<file path="src/hw/rtl/segmented_sum_capped_stack_assert.svh">
// Assertion macros used by the segmented sum-capped stack top level.
// Each macro expects clk and rst_n to be visible where it is used.
`ifndef SEGMENTED_SUM_CAPPED_STACK_ASSERT_SVH
`define SEGMENTED_SUM_CAPPED_STACK_ASSERT_SVH

// The consequent must hold in the same cycle as the antecedent.
`define SSCS_ASSERT_SAME(lbl, ante, cons) \
  lbl: assert property (@(posedge clk) disable iff (!rst_n) (ante) |-> (cons)) \
    else $error("same-cycle check failed");

// The consequent must hold in the cycle after the antecedent.
`define SSCS_ASSERT_NEXT(lbl, ante, cons) \
  lbl: assert property (@(posedge clk) disable iff (!rst_n) (ante) |=> (cons)) \
    else $error("next-cycle check failed");

`endif

</file>
<file path="src/hw/rtl/sscs_pkg.sv">
`timescale 1ns / 1ps
// Package for the segmented sum-capped stack: widths, defaults, codes and types.
// Used by sscs_cell, sscs_store and segmented_sum_capped_stack.
package sscs_pkg;

  localparam int unsigned VALUE_W          = 16;
  localparam int unsigned SEG_CNT_W        = 5;
  localparam int unsigned STATUS_W         = 2;
  localparam int unsigned DEF_STACK_DEPTH  = 256;
  localparam int unsigned DEF_MAX_SEGMENTS = 16;
  localparam logic [VALUE_W-1:0] DEF_CAPACITY = 16'd1000;

  localparam logic OP_PUSH = 1'b0;
  localparam logic OP_POP  = 1'b1;

  localparam logic [STATUS_W-1:0] STATUS_OK    = 2'd0;
  localparam logic [STATUS_W-1:0] STATUS_FULL  = 2'd1;
  localparam logic [STATUS_W-1:0] STATUS_EMPTY = 2'd2;

  // What a segment cell does at the next edge.
  typedef enum logic [1:0] {
    CELL_HOLD,
    CELL_TAKE_UPPER,
    CELL_TAKE_LOWER
  } cell_cmd_t;

  // Commands for the chain: the top cell has its own, the rest share one.
  typedef struct packed {
    cell_cmd_t top_cmd;
    cell_cmd_t rest_cmd;
  } chain_ctl_t;

  typedef enum logic [0:0] {
    ST_IDLE,
    ST_EXEC
  } sscs_state_t;

endpackage

</file>
<file path="src/hw/rtl/sscs_cell.sv">
`timescale 1ns / 1ps
// One segment cell: holds a segment's running sum and base index.
// Depends on sscs_pkg for the command type and value width.
module sscs_cell #(
  parameter int unsigned BASE_W = 9
) (
  input  logic                              clk,
  input  logic                              rst_n,
  input  sscs_pkg::cell_cmd_t               cmd,
  input  logic [sscs_pkg::VALUE_W-1:0]      up_sum,
  input  logic [BASE_W-1:0]                 up_base,
  input  logic [sscs_pkg::VALUE_W-1:0]      dn_sum,
  input  logic [BASE_W-1:0]                 dn_base,
  output logic [sscs_pkg::VALUE_W-1:0]      sum,
  output logic [BASE_W-1:0]                 base
);
  import sscs_pkg::*;

  logic [VALUE_W-1:0] sum_r, sum_nxt;
  logic [BASE_W-1:0]  base_r, base_nxt;

  always_comb begin
    sum_nxt  = sum_r;
    base_nxt = base_r;
    case (cmd)
      CELL_TAKE_UPPER: begin
        sum_nxt  = up_sum;
        base_nxt = up_base;
      end
      CELL_TAKE_LOWER: begin
        sum_nxt  = dn_sum;
        base_nxt = dn_base;
      end
      default: begin
        sum_nxt  = sum_r;
        base_nxt = base_r;
      end
    endcase
  end

  always_ff @(posedge clk) begin
    if (!rst_n) begin
      sum_r  <= '0;
      base_r <= '0;
    end else begin
      sum_r  <= sum_nxt;
      base_r <= base_nxt;
    end
  end

  assign sum  = sum_r;
  assign base = base_r;

endmodule

</file>
<file path="config.mk">
export PLATFORM = sky130hd
export DESIGN_NAME = sscs_cell
export DESIGN_NICKNAME = d
export VERILOG_FILES = /design/src/hw/rtl/segmented_sum_capped_stack_assert.svh /design/src/hw/rtl/sscs_pkg.sv /design/src/hw/rtl/sscs_cell.sv
export SDC_FILE = /design/constraint.sdc
export NUM_CORES = 1
export LEC_CHECK = 0
export BUFFER_PORTS_ARGS = -buffer_cell sky130_fd_sc_hd__buf_2
export CAP_MARGIN = 40
export CORE_MARGIN = 3
export CORE_UTILIZATION = 41
export CTS_BUF_LIST = sky130_fd_sc_hd__clkbuf_8
export CTS_CLUSTER_DIAMETER = 60
export DETAILED_ROUTE_END_ITERATION = 7
export PLACE_DENSITY_LB_ADDON = 0.05
export SYNTH_ARGS = -nofsm -noshare
export SYNTH_HDL_FRONTEND = slang
export SYNTH_SLANG_ARGS = --single-unit
export TNS_END_PERCENT = 50
</file>
<file path="constraint.sdc">
create_clock -name clk -period 1.2 [get_ports clk]
set_input_delay 0.06 -clock clk [delete_from_list [all_inputs] [get_ports clk]]
set_output_delay 0.06 -clock clk [all_outputs]
set_load 0.1 [all_outputs]
</file>
---- Yosys cells after proc, flatten, opt, wreduce, memory -nomap -nowiden ----
Cells that the tools add are included.
operators by class
  mux-type cells .......................... 2
  reductions and logical operators ........ 1
  equality and inequality tests ........... 2
operators by type and width
  cell                  number
  $pmux W16 S2          1
  $pmux W9 S2           1
  $eq A2 B1 Y1 const B  1
  $eq A2 B2 Y1 const B  1
  $reduce_bool A2 Y1    1
storage, ports and cells
  bits of input ports ..................... 54
  output and inout bits ................... 25
  word-level logic and storage cells ...... 7
  flip-flop bits (word level) ............. 25

---- Logic depth before layout (Yosys ltp) ----
  word-level depth ........................ 2
  gate-level depth with buffers ........... 6
  gate-level depth less buffers ........... 4

---- Worst setup path after synthesis ----
Ideal clock, no wire load.
  path kind ............................... register to register
  start point ............................. register base[0] (netlist name)
  end point ............................... register base_r[0], in the netlist base[0]
  required time ........................... 1.141 ns
  slack ................................... -0.100 ns
  cell stages (with the launch flop) ...... 3
  clock period less this slack ............ 1.300 ns
  arrival ................................. 1.241 ns
  library setup time ...................... 0.059 ns
  path buffers ............................ 0
  path through ............................ dfxtp_1 > nand2b_1 > o211a_1
RTL lines
  what                  line             source
  to (signal assigned)  sscs_cell.sv:47  base_r <= base_nxt;
  to (decl)             sscs_cell.sv:20  logic [BASE_W-1:0] base_r, base_nxt;

---- Worst setup path after layout ----
  start point ............................. register sum_r[4], in the netlist sum[4]
  end point ............................... output sum[4] (netlist name)
RTL lines
  what                    line             source
  from (decl)             sscs_cell.sv:19  logic [VALUE_W-1:0] sum_r, sum_nxt;
  from (signal assigned)  sscs_cell.sv:46  sum_r <= sum_nxt;
  to (decl)               sscs_cell.sv:14  output logic [sscs_pkg::VALUE_W-1:0] sum,
No word-level cell between the ends.

==> flow_metrics.env <==
export IMPL_antenna_found_initial=0
export IMPL_slowest_stage="buf_2"
export IMPL_grt_pass1_vias=1138
export IMPL_via_per_inst=4.77
export IMPL_track_usage=0.152
export IMPL_power_density_nw_per_um2=1430
export IMPL_ys_types=11
export IMPL_fillCellCount=299
export IMPL_cts_made_buffers=3
export IMPL_tns_ns=0
export IMPL_hold_path_class="input pin to flop"
export IMPL_synth_ff_type="dfxtp_1"
export IMPL_insertion_delay_ns=0.26
export IMPL_num_rows=20
export IMPL_crit_fanout=2
export IMPL_cp_arrival_ns=1.03
export IMPL_power_mw=2.64
export IMPL_r2r_slack_ns=0.51
export IMPL_outcome="finished clean"
export IMPL_nNetsFinal=243
export IMPL_ir_worst_vdd_uv=585
export IMPL_clock_sinks=25
export IMPL_cp_top_family="buffers and inverters"
export IMPL_core_um2=3100
export IMPL_syn_mean_instance_area_um2=12.1
export IMPL_antenna_cells=0
export IMPL_fin_crit_sh=0.912
export IMPL_area_delta_synth_final_pct=35.3
export IMPL_rr_worst_depth=2
export IMPL_yosysTopAreaCell="dfxtp_1"
export IMPL_h_tree_depth=1
export IMPL_maxCapViolCount=0
export IMPL_slew_viol_final=0
export IMPL_fin_skew_ns=0
export IMPL_cts_root_buf="clkbuf_8"
export IMPL_synth_seq_cells=25
export IMPL_dp_hpwl_mm=2.22
export IMPL_die_y_um=63.7
export IMPL_endpoint_kind="output pin"
export IMPL_grt_pass1_wl_mm=5.04
export IMPL_min_period_ns=1.09
export IMPL_r2r_start="base[4]"
export IMPL_max_stage_delay_ns=0.43
export IMPL_crit_required_ns=1.14
export IMPL_grt_ovfl_total=0
export IMPL_fp_dieArea_um2=4060
export IMPL_rr_endpoint="base[4]"
export IMPL_hold_path_depth=3
export IMPL_layout_drive_gt1_share=0.652
export IMPL_p_leak_nw=1.11
export IMPL_hold_end="sum[0]"
export IMPL_drtIter0Drc=58
export IMPL_firstDrtPassIters=4
export IMPL_gp_congestion=0.692
export IMPL_whs_ns=0.132
export IMPL_synthTopCellsByCount="dfxtp_1 (25), nand2b_1 (25), o211a_1 (25), mux2_4 (20)"
export IMPL_grt_setup_unrepaired="false"
export IMPL_timing_fmax_mhz=914
export IMPL_crit_path_start_kind="flop"
export IMPL_crit_type="flop to output pin"
export IMPL_syn_nets=168
export IMPL_synthTopCellsByArea="dfxtp_1 (37%), mux2_4 (22%), o211a_1 (18%)"
export IMPL_port_buffers=78
export IMPL_drt_wl_total_mm=2.98
export IMPL_clk_pin_slew_ns=0.09
export IMPL_cts_hold_buffers=0
export IMPL_wl_per_cell_um=12.9
export IMPL_syn_inst=113
export IMPL_ys_async_sr_fraction=0
export IMPL_drc=0
export IMPL_grt_max_degree=27
export IMPL_io_pins=79
export IMPL_yosys_warnings=0
export IMPL_setup_violations=0
export IMPL_path_cells="buf_2"
export IMPL_clock_path_buffers=2
export IMPL_initial_core_util=0.440
export IMPL_num_vias=1103
export IMPL_ys_seq_area_frac=0.367
export IMPL_synth_edf_count=0
export IMPL_cts_tree="done"
export IMPL_cp_buffers_inverters=1
export IMPL_cts_repair_resized=0
export IMPL_fp_dieW_um=63.7
export IMPL_drtAntennaViolNets=0
export IMPL_worst_slew_pin_slew_ns=0.491
export IMPL_netlist_area_leader_share=0.367
export IMPL_synth_area_um2=1370
export IMPL_hold_start="dn_sum[0]"
export IMPL_post_cts_buffers=0
export IMPL_hold_viol=0
export IMPL_relSlewSlack=0.675
cell families (layout without fill, tap and decap cells):
| logic type | Yosys count | after routing | synth area share |
|---|---|---|---|
| buffers and inverters | 12 | 86 | 0.0651 |
| AOI/OAI and AO/OA | 25 | 25 | 0.183 |
| and+or+nand+nor | 25 | 25 | 0.115 |
| DFF | 25 | 25 | 0.367 |
| adders and majority gates | 1 | 1 | 0.00916 |
| muxes | 25 | 25 | 0.261 |
sequential cells by signal, summed over array words and instances, names as in the netlist:
| register | cells |
|---|---|
| base | 9 |
| sum | 16 |
area by class of cell:
type / instances / area [µm²] / share of cell area
repair buffers: 81 / 450 / 0.244
clock inverters: 1 / 5.00 / 0.00271
flip-flops and latches: 25 / 515 / 0.279
multi-input cells: 76 / 776 / 0.420
well taps: 44 / 55.1 / 0.0298
inverters: 1 / 3.75 / 0.00203
clock buffers: 3 / 41.3 / 0.0224
layer usage:
metal,wire length (µm),up-vias,track usage
met5,0,-,0
met4,21,0,0.0404
met3,255,4,0.0446
met2,1480,48,0.278
met1,1220,499,0.170
li1,-,552,-
stage by stage:
stage | setup slack (ns) | utilization | cells | cell area, µm²
after floorplan | -0.0997 | - | 113 | 1380
after global placement | -0.0609 | 0.580 | 227 | 1800
after detailed placement | -0.112 | 0.580 | 227 | 1800
after CTS | 0.0895 | 0.595 | 231 | 1850
after global routing | 0.0530 | 0.595 | 231 | 1850
final | 0.106 | 0.595 | 231 | 1850
how the worst max path moves through the flow:
stage	start	to	slack, ns	cells after the start
after CTS	sum[2]	sum[2]	0.09	1
after detailed placement	cmd[0]	sum[11]	-0.11	6
after floorplan	sum[2]	sum[2]	-0.1	2
final	sum[4]	sum[4]	0.11	1
after global placement	cmd[0]	sum[11]	-0.06	6
after global routing	sum[3]	sum[3]	0.05	1
placed cells by master (no fill, tap or decap):
cell type	count
dfxtp_2	12
buf_2	78
buf_12	3
mux2_2	5
nand2b_1	25
inv_1	1
dfxtp_1	13
o211a_1	25
mux2_4	20
clkbuf_8	3
clkinv_2	1
ha_1	1
report_power, final:
group	switching (mW)	total, mW	internal (mW)
clock	0.268	0.500	0.232
combinational	0.833	1.18	0.345
sequential	0.0330	0.957	0.924
Note: power is estimated with default switching activity, not from simulation.
